File: src/rtl/ac3fhp_pkg.sv
// Shared types, constants and lookup tables for the AC-3 frame header parser.
`default_nettype none
package ac3fhp_pkg;

    localparam int QUEUE_DEPTH_DEF = 2;
    localparam int LEN_W           = 17;

    localparam logic [7:0]  SYNC_FIRST        = 8'h0B;
    localparam logic [7:0]  SYNC_SECOND       = 8'h77;
    localparam logic [15:0] POS_LIMIT         = 16'hFFFF;
    localparam logic [15:0] HDR_DIST_FIRST    = 16'd4;
    localparam logic [15:0] HDR_DIST_LAST     = 16'd6;
    localparam logic [1:0]  HDR_COUNT_FULL    = 2'd3;
    localparam logic [5:0]  FRMSIZE_LIMIT     = 6'd38;
    localparam logic [4:0]  BSID_LIMIT        = 5'd18;
    localparam logic [4:0]  BSID_REDUCE_BASE  = 5'd8;
    localparam logic [1:0]  FSCOD_48K         = 2'd0;
    localparam logic [1:0]  FSCOD_44K1        = 2'd1;
    localparam logic [1:0]  FSCOD_32K         = 2'd2;
    localparam logic [1:0]  FSCOD_RESERVED    = 2'd3;

    typedef struct packed {
        logic [7:0] data_byte;
        logic       last_byte;
    } t_in_item;

    typedef struct packed {
        logic        header_valid;
        logic [15:0] sample_rate_hz;
        logic [11:0] frame_size_bytes;
        logic [2:0]  channel_mode;
        logic        lfe_present;
        logic [2:0]  channel_count;
        logic        exact_frame;
    } t_out_item;

    // One finished buffer, handed from the scanner to the decoder.
    typedef struct packed {
        logic             hdr_ok;
        logic [2:0][7:0]  hdr;
        logic             sync_at_zero;
        logic [LEN_W-1:0] len;
        logic             well_framed;
    } t_frame_rec;

    function automatic logic [9:0] kbps_lut(input logic [4:0] idx);
        case (idx)
            5'd0:    kbps_lut = 10'd32;
            5'd1:    kbps_lut = 10'd40;
            5'd2:    kbps_lut = 10'd48;
            5'd3:    kbps_lut = 10'd56;
            5'd4:    kbps_lut = 10'd64;
            5'd5:    kbps_lut = 10'd80;
            5'd6:    kbps_lut = 10'd96;
            5'd7:    kbps_lut = 10'd112;
            5'd8:    kbps_lut = 10'd128;
            5'd9:    kbps_lut = 10'd160;
            5'd10:   kbps_lut = 10'd192;
            5'd11:   kbps_lut = 10'd224;
            5'd12:   kbps_lut = 10'd256;
            5'd13:   kbps_lut = 10'd320;
            5'd14:   kbps_lut = 10'd384;
            5'd15:   kbps_lut = 10'd448;
            5'd16:   kbps_lut = 10'd512;
            5'd17:   kbps_lut = 10'd576;
            5'd18:   kbps_lut = 10'd640;
            default: kbps_lut = 10'd0;
        endcase
    endfunction

    // floor(320 * kbps / 147), the 44.1 kHz word count per bitrate index
    function automatic logic [10:0] words_44k1_lut(input logic [4:0] idx);
        case (idx)
            5'd0:    words_44k1_lut = 11'd69;
            5'd1:    words_44k1_lut = 11'd87;
            5'd2:    words_44k1_lut = 11'd104;
            5'd3:    words_44k1_lut = 11'd121;
            5'd4:    words_44k1_lut = 11'd139;
            5'd5:    words_44k1_lut = 11'd174;
            5'd6:    words_44k1_lut = 11'd208;
            5'd7:    words_44k1_lut = 11'd243;
            5'd8:    words_44k1_lut = 11'd278;
            5'd9:    words_44k1_lut = 11'd348;
            5'd10:   words_44k1_lut = 11'd417;
            5'd11:   words_44k1_lut = 11'd487;
            5'd12:   words_44k1_lut = 11'd557;
            5'd13:   words_44k1_lut = 11'd696;
            5'd14:   words_44k1_lut = 11'd835;
            5'd15:   words_44k1_lut = 11'd975;
            5'd16:   words_44k1_lut = 11'd1114;
            5'd17:   words_44k1_lut = 11'd1253;
            5'd18:   words_44k1_lut = 11'd1393;
            default: words_44k1_lut = 11'd0;
        endcase
    endfunction

    function automatic logic [2:0] fullband_lut(input logic [2:0] acmod);
        case (acmod)
            3'd0:    fullband_lut = 3'd2;
            3'd1:    fullband_lut = 3'd1;
            3'd2:    fullband_lut = 3'd2;
            3'd3:    fullband_lut = 3'd3;
            3'd4:    fullband_lut = 3'd3;
            3'd5:    fullband_lut = 3'd4;
            3'd6:    fullband_lut = 3'd4;
            default: fullband_lut = 3'd5;
        endcase
    endfunction

    function automatic logic [15:0] base_rate_lut(input logic [1:0] fscod);
        case (fscod)
            FSCOD_48K:  base_rate_lut = 16'd48000;
            FSCOD_44K1: base_rate_lut = 16'd44100;
            FSCOD_32K:  base_rate_lut = 16'd32000;
            default:    base_rate_lut = 16'd0;
        endcase
    endfunction

endpackage
`default_nettype wire

File: src/rtl/ac3fhp_front.sv
// Byte scanner: finds the sync pair, captures header bytes, emits one record per buffer.
`default_nettype none
module ac3fhp_front
    import ac3fhp_pkg::*;
(
    input  wire logic       i_clk,
    input  wire logic       i_rst_n,
    input  wire logic       i_take,
    input  wire t_in_item   i_item,
    input  wire logic       i_well_framed,
    output logic            o_push,
    output t_frame_rec      o_rec
);

    logic [7:0]      r_prev,     n_prev;
    logic            r_sync_seen, n_sync_seen;
    logic [15:0]     r_pos,      n_pos;
    logic [15:0]     r_sync_pos, n_sync_pos;
    logic [2:0][7:0] r_hdr,      n_hdr;
    logic [1:0]      r_hcnt,     n_hcnt;

    logic [15:0] hdr_dist;
    logic [15:0] dist_off;
    logic        in_range;

    assign hdr_dist = r_pos - r_sync_pos;
    assign dist_off = hdr_dist - HDR_DIST_FIRST;
    assign in_range = (r_pos != POS_LIMIT);

    always_comb begin
        n_prev      = i_item.data_byte;
        n_sync_seen = r_sync_seen;
        n_pos       = r_pos;
        n_sync_pos  = r_sync_pos;
        n_hdr       = r_hdr;
        n_hcnt      = r_hcnt;
        if (in_range) begin
            if (!r_sync_seen) begin
                if ((r_pos != 16'd0) && (r_prev == SYNC_FIRST)
                        && (i_item.data_byte == SYNC_SECOND)) begin
                    n_sync_seen = 1'b1;
                    n_sync_pos  = r_pos - 16'd1;
                end
            end else if (r_hcnt != HDR_COUNT_FULL) begin
                if ((hdr_dist >= HDR_DIST_FIRST) && (hdr_dist <= HDR_DIST_LAST)) begin
                    n_hdr[dist_off[1:0]] = i_item.data_byte;
                    n_hcnt               = r_hcnt + 2'd1;
                end
            end
            n_pos = r_pos + 16'd1;
        end
    end

    // Record built from the state after this byte.
    always_comb begin
        o_push             = i_take && i_item.last_byte;
        o_rec.hdr_ok       = n_sync_seen && (n_hcnt == HDR_COUNT_FULL);
        o_rec.hdr          = n_hdr;
        o_rec.sync_at_zero = (n_sync_pos == 16'd0);
        o_rec.len          = in_range ? ({1'b0, r_pos} + 17'd1) : 17'h10000;
        o_rec.well_framed  = i_well_framed;
    end

    always_ff @(posedge i_clk) begin
        if (!i_rst_n) begin
            r_prev      <= '0;
            r_sync_seen <= 1'b0;
            r_pos       <= '0;
            r_sync_pos  <= '0;
            r_hcnt      <= '0;
        end else if (i_take) begin
            if (i_item.last_byte) begin
                // drop stream state, start the next buffer clean
                r_prev      <= '0;
                r_sync_seen <= 1'b0;
                r_pos       <= '0;
                r_sync_pos  <= '0;
                r_hcnt      <= '0;
            end else begin
                r_prev      <= n_prev;
                r_sync_seen <= n_sync_seen;
                r_pos       <= n_pos;
                r_sync_pos  <= n_sync_pos;
                r_hcnt      <= n_hcnt;
            end
        end
    end

    always_ff @(posedge i_clk) begin
        if (i_take) begin
            r_hdr <= n_hdr;
        end
    end

endmodule
`default_nettype wire

File: src/rtl/ac3fhp_queue.sv
// Short record queue between the scanner and the decoder.
`default_nettype none
module ac3fhp_queue
    import ac3fhp_pkg::*;
#(
    parameter int DEPTH = QUEUE_DEPTH_DEF
) (
    input  wire logic       i_clk,
    input  wire logic       i_rst_n,
    input  wire logic       i_push,
    input  wire t_frame_rec i_rec,
    input  wire logic       i_pop,
    output logic            o_full,
    output logic            o_nonempty,
    output t_frame_rec      o_head
);

    localparam int PTR_W = (DEPTH > 1) ? $clog2(DEPTH) : 1;
    localparam int CNT_W = $clog2(DEPTH + 1);
    localparam logic [PTR_W-1:0] PTR_LAST = PTR_W'(DEPTH - 1);
    localparam logic [CNT_W-1:0] CNT_FULL = CNT_W'(DEPTH);

    t_frame_rec       r_mem [DEPTH];
    logic [PTR_W-1:0] r_wr_ptr;
    logic [PTR_W-1:0] r_rd_ptr;
    logic [CNT_W-1:0] r_cnt;

    assign o_full     = (r_cnt == CNT_FULL);
    assign o_nonempty = (r_cnt != '0);
    assign o_head     = r_mem[r_rd_ptr];

    always_ff @(posedge i_clk) begin
        if (i_push) begin
            r_mem[r_wr_ptr] <= i_rec;
        end
    end

    always_ff @(posedge i_clk) begin
        if (!i_rst_n) begin
            r_wr_ptr <= '0;
            r_rd_ptr <= '0;
            r_cnt    <= '0;
        end else begin
            if (i_push) begin
                r_wr_ptr <= (r_wr_ptr == PTR_LAST) ? '0 : r_wr_ptr + PTR_W'(1);
            end
            if (i_pop) begin
                r_rd_ptr <= (r_rd_ptr == PTR_LAST) ? '0 : r_rd_ptr + PTR_W'(1);
            end
            if (i_push && !i_pop) begin
                r_cnt <= r_cnt + CNT_W'(1);
            end else if (!i_push && i_pop) begin
                r_cnt <= r_cnt - CNT_W'(1);
            end
        end
    end

endmodule
`default_nettype wire

File: src/rtl/ac3fhp_back.sv
// Header decoder: turns one buffer record into the result and holds it for the output transfer.
`default_nettype none
module ac3fhp_back
    import ac3fhp_pkg::*;
(
    input  wire logic       i_clk,
    input  wire logic       i_rst_n,
    input  wire logic       i_rec_valid,
    input  wire t_frame_rec i_rec,
    output logic            o_pop,
    output logic            o_valid,
    input  wire logic       i_ready,
    output t_out_item       o_data
);

    logic [1:0]  fscod;
    logic [5:0]  frmsizecod;
    logic [4:0]  bsid;
    logic [2:0]  acmod;
    logic        fields_ok;
    logic        lfe;
    logic [9:0]  kbps;
    logic [10:0] words_44k1;
    logic [11:0] size;
    logic [4:0]  reduce;
    t_out_item   res;
    logic        r_valid;
    t_out_item   r_data;

    always_comb begin
        fscod      = i_rec.hdr[0][7:6];
        frmsizecod = i_rec.hdr[0][5:0];
        bsid       = i_rec.hdr[1][7:3];
        acmod      = i_rec.hdr[2][7:5];
        fields_ok  = i_rec.hdr_ok && (frmsizecod < FRMSIZE_LIMIT)
                     && (bsid < BSID_LIMIT) && (fscod != FSCOD_RESERVED);

        // LFE bit position moves down as more optional fields precede it
        unique case (acmod)
            3'd0, 3'd1:             lfe = i_rec.hdr[2][4];
            3'd2, 3'd3, 3'd4, 3'd6: lfe = i_rec.hdr[2][2];
            default:                lfe = i_rec.hdr[2][0];
        endcase

        kbps       = kbps_lut(frmsizecod[5:1]);
        words_44k1 = words_44k1_lut(frmsizecod[5:1]) + {10'd0, frmsizecod[0]};
        unique case (fscod)
            FSCOD_48K:  size = {kbps, 2'b00};
            FSCOD_44K1: size = {words_44k1, 1'b0};
            default:    size = 12'(kbps) * 12'd6;
        endcase

        reduce = (bsid > BSID_REDUCE_BASE) ? (bsid - BSID_REDUCE_BASE) : 5'd0;

        res = '0;
        if (fields_ok) begin
            res.header_valid     = 1'b1;
            res.sample_rate_hz   = base_rate_lut(fscod) >> reduce;
            res.frame_size_bytes = size;
            res.channel_mode     = acmod;
            res.lfe_present      = lfe;
            res.channel_count    = fullband_lut(acmod) + {2'd0, lfe};
            res.exact_frame      = i_rec.well_framed && i_rec.sync_at_zero
                                   && (i_rec.len == {5'd0, size});
        end
    end

    assign o_pop   = i_rec_valid && (!r_valid || i_ready);
    assign o_valid = r_valid;
    assign o_data  = r_data;

    always_ff @(posedge i_clk) begin
        if (!i_rst_n) begin
            r_valid <= 1'b0;
        end else if (o_pop) begin
            r_valid <= 1'b1;
        end else if (i_ready) begin
            r_valid <= 1'b0;
        end
    end

    always_ff @(posedge i_clk) begin
        if (o_pop) begin
            r_data <= res;
        end
    end

endmodule
`default_nettype wire

File: src/rtl/ac3_frame_header_parser_core.sv
// Top level of the AC-3 frame header parser: scanner, record queue, decoder.
//
//  channel   | direction | handshake           | payload
//  ----------+-----------+---------------------+--------------------------
//  byte in   | in        | i_valid / o_ready   | i_data  (t_in_item)
//  result    | out       | o_valid / i_ready   | o_data  (t_out_item)
//  config    | in        | i_cfg_we            | i_cfg_wdata (well_framed)
//
// One byte is taken per cycle while o_ready is high. When the queue is empty, a
// result passes from its last byte through the record queue and then the
// decoder's output register. o_ready drops only while the record
// queue is full, i.e. when results back up on the output side.
// Synchronous active-low reset clears stream state and the config register.
`default_nettype none
module ac3_frame_header_parser_core
    import ac3fhp_pkg::*;
#(
    parameter int QUEUE_DEPTH = QUEUE_DEPTH_DEF
) (
    input  wire logic      i_clk,
    input  wire logic      i_rst_n,
    input  wire logic      i_valid,
    output logic           o_ready,
    input  wire t_in_item  i_data,
    output logic           o_valid,
    input  wire logic      i_ready,
    output t_out_item      o_data,
    input  wire logic      i_cfg_we,
    input  wire logic      i_cfg_wdata
);

    logic       r_well_framed;
    logic       take;
    logic       push;
    t_frame_rec push_rec;
    logic       q_full;
    logic       q_nonempty;
    t_frame_rec q_head;
    logic       pop;

    assign o_ready = !q_full;
    assign take    = i_valid && o_ready;

    always_ff @(posedge i_clk) begin
        if (!i_rst_n) begin
            r_well_framed <= 1'b0;
        end else if (i_cfg_we) begin
            r_well_framed <= i_cfg_wdata;
        end
    end

    ac3fhp_front u_front (
        .i_clk         (i_clk),
        .i_rst_n       (i_rst_n),
        .i_take        (take),
        .i_item        (i_data),
        .i_well_framed (r_well_framed),
        .o_push        (push),
        .o_rec         (push_rec)
    );

    ac3fhp_queue #(
        .DEPTH (QUEUE_DEPTH)
    ) u_queue (
        .i_clk      (i_clk),
        .i_rst_n    (i_rst_n),
        .i_push     (push),
        .i_rec      (push_rec),
        .i_pop      (pop),
        .o_full     (q_full),
        .o_nonempty (q_nonempty),
        .o_head     (q_head)
    );

    ac3fhp_back u_back (
        .i_clk       (i_clk),
        .i_rst_n     (i_rst_n),
        .i_rec_valid (q_nonempty),
        .i_rec       (q_head),
        .o_pop       (pop),
        .o_valid     (o_valid),
        .i_ready     (i_ready),
        .o_data      (o_data)
    );

`ifndef SYNTH
    a_no_push_when_full: assert property (@(posedge i_clk) disable iff (!i_rst_n)
        push |-> !q_full)
        else $error("record pushed into full queue");

    a_invalid_is_zero: assert property (@(posedge i_clk) disable iff (!i_rst_n)
        (o_valid && !o_data.header_valid) |-> (o_data.sample_rate_hz == 16'd0
            && o_data.frame_size_bytes == 12'd0 && o_data.channel_mode == 3'd0
            && o_data.lfe_present == 1'b0 && o_data.channel_count == 3'd0
            && o_data.exact_frame == 1'b0))
        else $error("invalid result carries nonzero fields");

    a_valid_has_rate: assert property (@(posedge i_clk) disable iff (!i_rst_n)
        (o_valid && o_data.header_valid) |-> (o_data.sample_rate_hz != 16'd0
            && o_data.frame_size_bytes != 12'd0 && o_data.channel_count != 3'd0))
        else $error("valid header with empty rate, size or channel count");

    a_pop_needs_record: assert property (@(posedge i_clk) disable iff (!i_rst_n)
        pop |=> o_valid)
        else $error("decoder popped a record but shows no result");
`endif

endmodule
`default_nettype wire
File: config.mk
export PLATFORM = sky130hd
export DESIGN_NAME = ac3_frame_header_parser_core
export DESIGN_NICKNAME = d
export VERILOG_FILES = /design/src/rtl/ac3fhp_pkg.sv /design/src/rtl/ac3fhp_front.sv /design/src/rtl/ac3fhp_queue.sv /design/src/rtl/ac3fhp_back.sv /design/src/rtl/ac3_frame_header_parser_core.sv
export SDC_FILE = /design/constraint.sdc
export NUM_CORES = 1
export LEC_CHECK = 0
export BUFFER_PORTS_ARGS = -buffer_cell sky130_fd_sc_hd__buf_2
export CORE_ASPECT_RATIO = 1.1
export CORE_MARGIN = 10
export CORE_UTILIZATION = 50
export DETAILED_ROUTE_END_ITERATION = 10
export GPL_ROUTABILITY_DRIVEN = 0
export PLACE_DENSITY = 0.67
export SETUP_SLACK_MARGIN = 0.2
export SLEW_MARGIN = 20
export SYNTH_ARGS = -nofsm -noshare
export SYNTH_HDL_FRONTEND = slang
export SYNTH_SLANG_ARGS = --single-unit
File: constraint.sdc
create_clock -name i_clk -period 7.9 [get_ports i_clk]
set_clock_uncertainty 0.1 [all_clocks]
set_input_delay 1.185 -clock i_clk [delete_from_list [all_inputs] [get_ports i_clk]]
set_output_delay 1.185 -clock i_clk [all_outputs]
set_load 0.02 [all_outputs]
==> reports/results.ini, run 1 <==
[run_status]
outcome=finished clean

[layout]
nets=1109
diodes=0
multiInputGateArea_sq_mm=0.00508
area_growth_pct=10.7
fill_cells=1765
drive_gt1_share_pct=14.2
final_common_cell=edfxtp_1
final_cell_mix=133 x edfxtp_1, 132 x nor2_1, 58 x a21oi_1, 52 x buf_2, 50 x nand2_1
seq_area_sq_mm=0.00500

[synthesis]
yosysTopAreaCellShare_pct=38.3
synth_top_cell_by_area=edfxtp_1
syn-cell-area_sq_mm=0.0104
async_flop_share_pct=0
netlist_top_cells_area=edfxtp_1 38%, dfxtp_1 9.6%, ha_1 5.4%, nor2_1 4.8%, mux2_2 3.3%
syn_area_per_cell_sq_um=10.3
ys_warn_count=0
syn_nets=1079
synthFlopType=edfxtp_1
ys_ff_latch=183
synth_edf_count=133
postSynthCellCount=1017
seq_area_frac_synth_pct=47.9
ys_types=73

[sta]
slew_violations=0
rsz0062_at_grt=false
slew_headroom_pct=28.5
worst_slew_pin_slew_ns=1.04
hold_viol=0
setup_violations=0
post-route-period-util_pct=66.3
tns_ns=0
fmax_mhz=191
setup_ws_ns=2.66
min_period_ns=5.24

[placed_design]
portBuffers=52
dpl.hpwl_microns=16600
dpl_worst_slack_ns=2.53

[min_path]
hold_path.class=flop to flop
hp-start=r_well_framed

[critical_path]
cp.buffers_inverters=1
cp.arrival_ns=5.41
cpPeakStageDelay_ns=0.67
cp_top_family=compound AO/OA/AOI/OAI gates
critPathCaptureType=flop
cpMaxStageDelayCell=dfxtp_2
crit_type=flop to flop
cp-start-kind=flop
r2r_setup_slack_ns=2.66
path_cells=mux2i_2, inv_1, ha_1, nor2_1, a31oi_1, nor2_1, ha_1, a211oi_1, o21bai_1, a21oi_1, xor2_1, o211ai_1, o21ai_0, or4_1, a2111o_1, nor4_2
cp.required_ns=8.07
worstPathMaxFanout=21

[floorplanning]
num_rows=55
die_h_microns=172
die_x_microns=158
io_pins=54
die-area_sq_mm=0.0271
start_util_pct=50.7
core-area_sq_mm=0.0206

[routing]
via_count=7741
route.detailed.drc=0
wire_per_inst_microns=17.6
first_pass_iters=7
drt_iter0_markers=610
antenna_left=0
wirelength_microns=23100
drt-vias-per-instance=5.88

[cts]
cts_hold_buf=0
cts_resized=0
clk_pin_slew_ns=0.08
clock-root-buffer=clkbuf_16
cts-buffers-inserted=17
cts_max_path_buffers=2
cts_tree=yes
h-tree-depth=4
insertion_delay_ns=0.46
clock-sinks=183
post_cts.repair.setup_buffers=0

[pwr]
finalPower_mw=3.44
peakVddDrop_mv=0.210
power_density_mw_per_mm2=298
p_leak_nw=4.32

[grt]
grt_max_degree=51
grtUsageMet1_pct=23.0
top_usage_layer=met2
grt_pass1_vias=7043
grt_pass1_wl_microns=37300
grt-ovfl-total=0
grtUsageTotal_pct=17.2
grt_antenna_before_repair=0
use_met2_pct=27.2
grt_use_met3_pct=3.05

[run]
max_cap_violations=0

-- flip-flops by register name (all words and copies together), names as in the netlist, named ones only --
signal and flops:
u_front.r_pos 16, u_back.o_data 36, u_back.o_valid 1, u_queue.r_cnt 2, u_front.r_hdr 19, u_front.r_sync_seen 1, u_queue.r_mem 78, u_front.r_prev 8
u_queue.r_rd_ptr 1, r_well_framed 1, u_front.r_hcnt 2, u_queue.r_wr_ptr 1, u_front.r_sync_pos 16
-- worst reg2reg max path: cells and delay by family (launching register included) --
family | cells | cell delay, ns
AO/OA/AOI/OAI | 7 | 1.36
AND/OR/NAND/NOR | 4 | 1.13
multiplexers | 1 | 0.68
flip-flops | 1 | 0.67
adder cells (fa/ha/maj) | 2 | 0.63
buffers and inverters | 1 | 0.37
XOR/XNOR | 1 | 0.12
-- per-layer routing --
metal	up-vias	share of wire, %
li1	3826	-
met1	3712	47
met2	174	47
met3	29	4.1
met4	0	2.0
met5	-	0
-- cell usage after synthesis (all sizes together) (4+ instances only) --
cell type / number
inv: 46
o221ai: 4
a21oi: 58
o21ai: 40
or3: 13
ha: 45
dfxtp: 50
buf: 14
nand3: 20
nor2: 135
o211ai: 6
nor3: 21
edfxtp: 133
o21a: 6
and2: 13
or4: 8
xnor2: 25
a31oi: 9
o21bai: 8
o31ai: 5
nand2b: 10
and3: 15
mux2: 31
a22oi: 35
nor2b: 9
or2: 4
nand2: 50
clkbuf: 35
a211oi: 12
mux2i: 39
nor4: 22
nand4: 11
a21o: 10
xor2: 21
nand3b: 6
-- layout make-up --
type / count / share of cell area, %
Tap cell: 256 / 2.77
Clock buffer: 17 / 3.68
Timing Repair Buffer: 60 / 3.12
Clock inverter: 15 / 1.77
Sequential cell: 183 / 43.2
Inverter: 46 / 1.49
Multi-Input combinational cell: 739 / 43.9
-- path summary, 6_finish.rpt --
check | end | cells past startpoint
max | u_back.o_data[0] | 16
min | u_queue.r_mem[0][0] | 0
max reg2reg | u_back.o_data[0] | 16
min reg2reg | u_queue.r_mem[0][0] | 0
-- metrics by stage --
step,utilization [%],hold WS (ns),std cells,instance area (sq um)
2_1_floorplan,-,0.325,1017,10400
3_3_place_gp,52.8,0.362,1282,10900
3_5_place_dp,53.0,0.367,1283,10900
4_1_cts,56.0,0.386,1315,11500
5_1_grt,56.2,0.399,1316,11600
6_report,56.2,0.375,1316,11600
-- power breakdown --
group	internal [mW]	switching, mW	total [mW]
clock	0.441	0.439	0.880
combinational	0.456	0.832	1.29
sequential	1.22	0.0579	1.27
-- cell families (layout without fill, tap and decap cells) --
group,Yosys count,in the layout,synth area share [%]
compound gates,226,226,14.5
xor+xnor,46,46,3.86
fa+ha+maj,47,47,5.78
buf+inv,95,138,3.76
flops,183,183,47.9
mux,70,70,7.35
other cells,1,1,0.0359
simple gates,349,349,16.8
Note: power is estimated with default switching activity, not from simulation.
==> run 2, diff against run 1 <==
Settings changed: PLACE_DENSITY 0.67 to 0.7.
Clock period 7.9 ns to 4.5 ns, I/O delays scaled along.
==> reports/results.ini, run 2 (same netlist as run 1, synthesis figures left out) <==
[sta]
slew_violations=0  ; unchanged
post-route-period-util_pct=93.1  ; was 66.3%
fmax_mhz=239  ; was 191 MHz
worst_slew_pin_slew_ns=0.947  ; was 1.04 ns
slew_headroom_pct=36.9  ; was 28.5%
rsz0062_at_grt=true  ; was false
fin_hold_ws_ns=0.371  ; was 0.375 ns
min_period_ns=4.19  ; was 5.24 ns
hold_viol=0  ; unchanged
setup_violations=0  ; unchanged

[grt]
grt_antenna_before_repair=0  ; unchanged
grt_pass1_wl_microns=39000  ; was 37300 microns
grt_pass1_vias=7676  ; was 7043
grtUsageTotal_pct=18.0  ; was 17.2%
grt_max_degree=51  ; unchanged
grt-ovfl-total=0  ; unchanged

[critical_path]
worstPathMaxFanout=6  ; was 21
cpPeakStageDelay_ns=0.52  ; was 0.67 ns
critPathCaptureType=flop  ; unchanged
path_cells=mux2i_4, buf_6, clkinvlp_4, ha_1, a21oi_1, o22ai_1, nor2_1, ha_2, ha_4, nand2_1, a31o_2, and2_1, nor4_1, mux2_2, or3_1, nand4_1, nor4_2  ; was mux2i_2, inv_1, ha_1, nor2_1, a31oi_1, nor2_1, ha_1, a211oi_1, o21bai_1, a21oi_1, xor2_1, o211ai_1, o21ai_0, or4_1, a2111o_1, nor4_2
cpMaxStageDelayCell=nor4_1  ; was dfxtp_2
cp.arrival_ns=4.28  ; was 5.41 ns
crit_type=flop to flop  ; unchanged
cp-start-kind=flop  ; unchanged
cp.required_ns=4.59  ; was 8.07 ns

[cts]
cts-buffers-inserted=17  ; unchanged
cts_tree=yes  ; unchanged
insertion_delay_ns=0.44  ; was 0.46 ns
clock-root-buffer=clkbuf_16  ; unchanged
cts_max_path_buffers=2  ; unchanged
clk_pin_slew_ns=0.07  ; was 0.08 ns
cts_hold_buf=0  ; unchanged
h-tree-depth=4  ; unchanged
clock-sinks=183  ; unchanged

[routing]
wire_per_inst_microns=17.6  ; about the same
first_pass_iters=6  ; was 7
drt-vias-per-instance=5.94  ; was 5.88
wirelength_microns=23900  ; was 23100 microns
route.detailed.drc=0  ; unchanged
antenna_left=0  ; unchanged
via_count=8030  ; was 7741
drt_iter0_markers=596  ; was 610

[floorplanning]
die_x_microns=158  ; unchanged
die_h_microns=172  ; unchanged
die-area_sq_mm=0.0271  ; unchanged
core-area_sq_mm=0.0206  ; unchanged
start_util_pct=50.7  ; unchanged
io_pins=54  ; unchanged
num_rows=55  ; unchanged

[layout]
largest_register=u_queue.r_mem  ; unchanged
diodes=0  ; unchanged
stdcell_area_sq_mm=0.0119  ; was 0.0116 sq mm
largest_register_ffs=78  ; unchanged
final_cell_mix=133 x edfxtp_1, 130 x nor2_1, 57 x a21oi_1, 52 x buf_2, 50 x nand2_1  ; was 133 x edfxtp_1, 132 x nor2_1, 58 x a21oi_1, 52 x buf_2, 50 x nand2_1
nets=1145  ; was 1109
area_growth_pct=13.7  ; was 10.7%
final_common_cell=edfxtp_1  ; unchanged
drive_gt1_share_pct=18.2  ; was 14.2%

[pwr]
peakVddDrop_mv=0.443  ; was 0.210 mV
p_leak_nw=4.49  ; was 4.32 nW
power_density_mw_per_mm2=520  ; was 298 mW/mm^2

[run]
max_cap_violations=0  ; unchanged

[placed_design]
portBuffers=52  ; unchanged
dpl.hpwl_microns=17100  ; was 16600 microns
post_dp_cell_area_sq_mm=0.0111  ; was 0.0109 sq mm

[run_status]
outcome=finished clean  ; unchanged

[min_path]
hold_path.class=primary input to flop  ; was flop to flop

[run 2: cell count changes in the layout (fill, tap and decap cells not counted), moves of 2 or more]
cell / before / now
mux2i_4: 1 / 3
buf_6: 0 / 2
buf_16: 2 / 0
buf_4: 6 / 41
nor2_2: 1 / 3
ha_4: 0 / 2
nor2_1: 132 / 130
inv_12: 5 / 1
ha_1: 45 / 42
[run 2: report_power, final]
part | leakage, nW | internal, mW | switching, mW
Sequential | 1.65 | 2.14 | 0.0790
Combinational | 2.53 | 0.917 | 1.53
Clock | 0.299 | 0.770 | 0.738
[run 2: metrics by stage]
stage | cells | setup TNS (ns) | util, % | total power [mW] | setup WS (ns)
6_report | 1352 | 0 | 57.7 | 6.17 | 0.310
5_1_grt | 1352 | 0 | 57.7 | 6.53 | 0.0696
4_1_cts | 1346 | 0 | 57.3 | 6.14 | 0.207
3_5_place_dp | 1310 | -0.0970 | 54.0 | 4.59 | -0.0970
3_3_place_gp | 1310 | 0 | 54.0 | 4.56 | 0.0469
2_1_floorplan | 1017 | 0 | - | 4.00 | 0.206
[run 2: what timing repair did]
item                                    CTS  global route
resized for setup                         8             9
setup buffers                             4             6
endpoints found under the setup margin    1            43
pin swaps                                 1             5
[run 2: final timing paths]
path	cells past startpoint	slack [ns]	start	to
max reg2reg	17	0.31	flop	u_back.o_data[0]
min reg2reg	0	0.38	r_well_framed	u_queue.r_mem[1][0]
max	17	0.31	flop	u_back.o_data[0]
min	3	0.37	i_cfg_wdata	r_well_framed
[run 2: metal layers]
metal / share of wire (%) / global-route usage (%)
met1: 44 / 22.9
met2: 48 / 29.3
met3: 4.9 / 3.45
met4: 2.6 / 7.57
met5: 0 / 0
[run 2: layout make-up]
| type | count | area [sq um] |
|---|---|---|
| Clock inverter | 14 | 173 |
| Timing Repair Buffer | 96 | 606 |
| Fill cell | 1703 | 8710 |
| Tap cell | 256 | 320 |
| Inverter | 46 | 176 |
| Multi-Input combinational cell | 739 | 5160 |
| Clock buffer | 18 | 439 |
| Sequential cell | 183 | 5000 |
[run 2: critical path, delay by kind of cell, from the launching register on]
kind,cells,cell delay [ns]
multiplexers,2,0.71
AND/OR/NAND/NOR,7,1.40
buffers and inverters,2,0.26
adder cells (fa/ha/maj),3,0.56
flip-flops,1,0.40
AO/OA/AOI/OAI,3,0.50
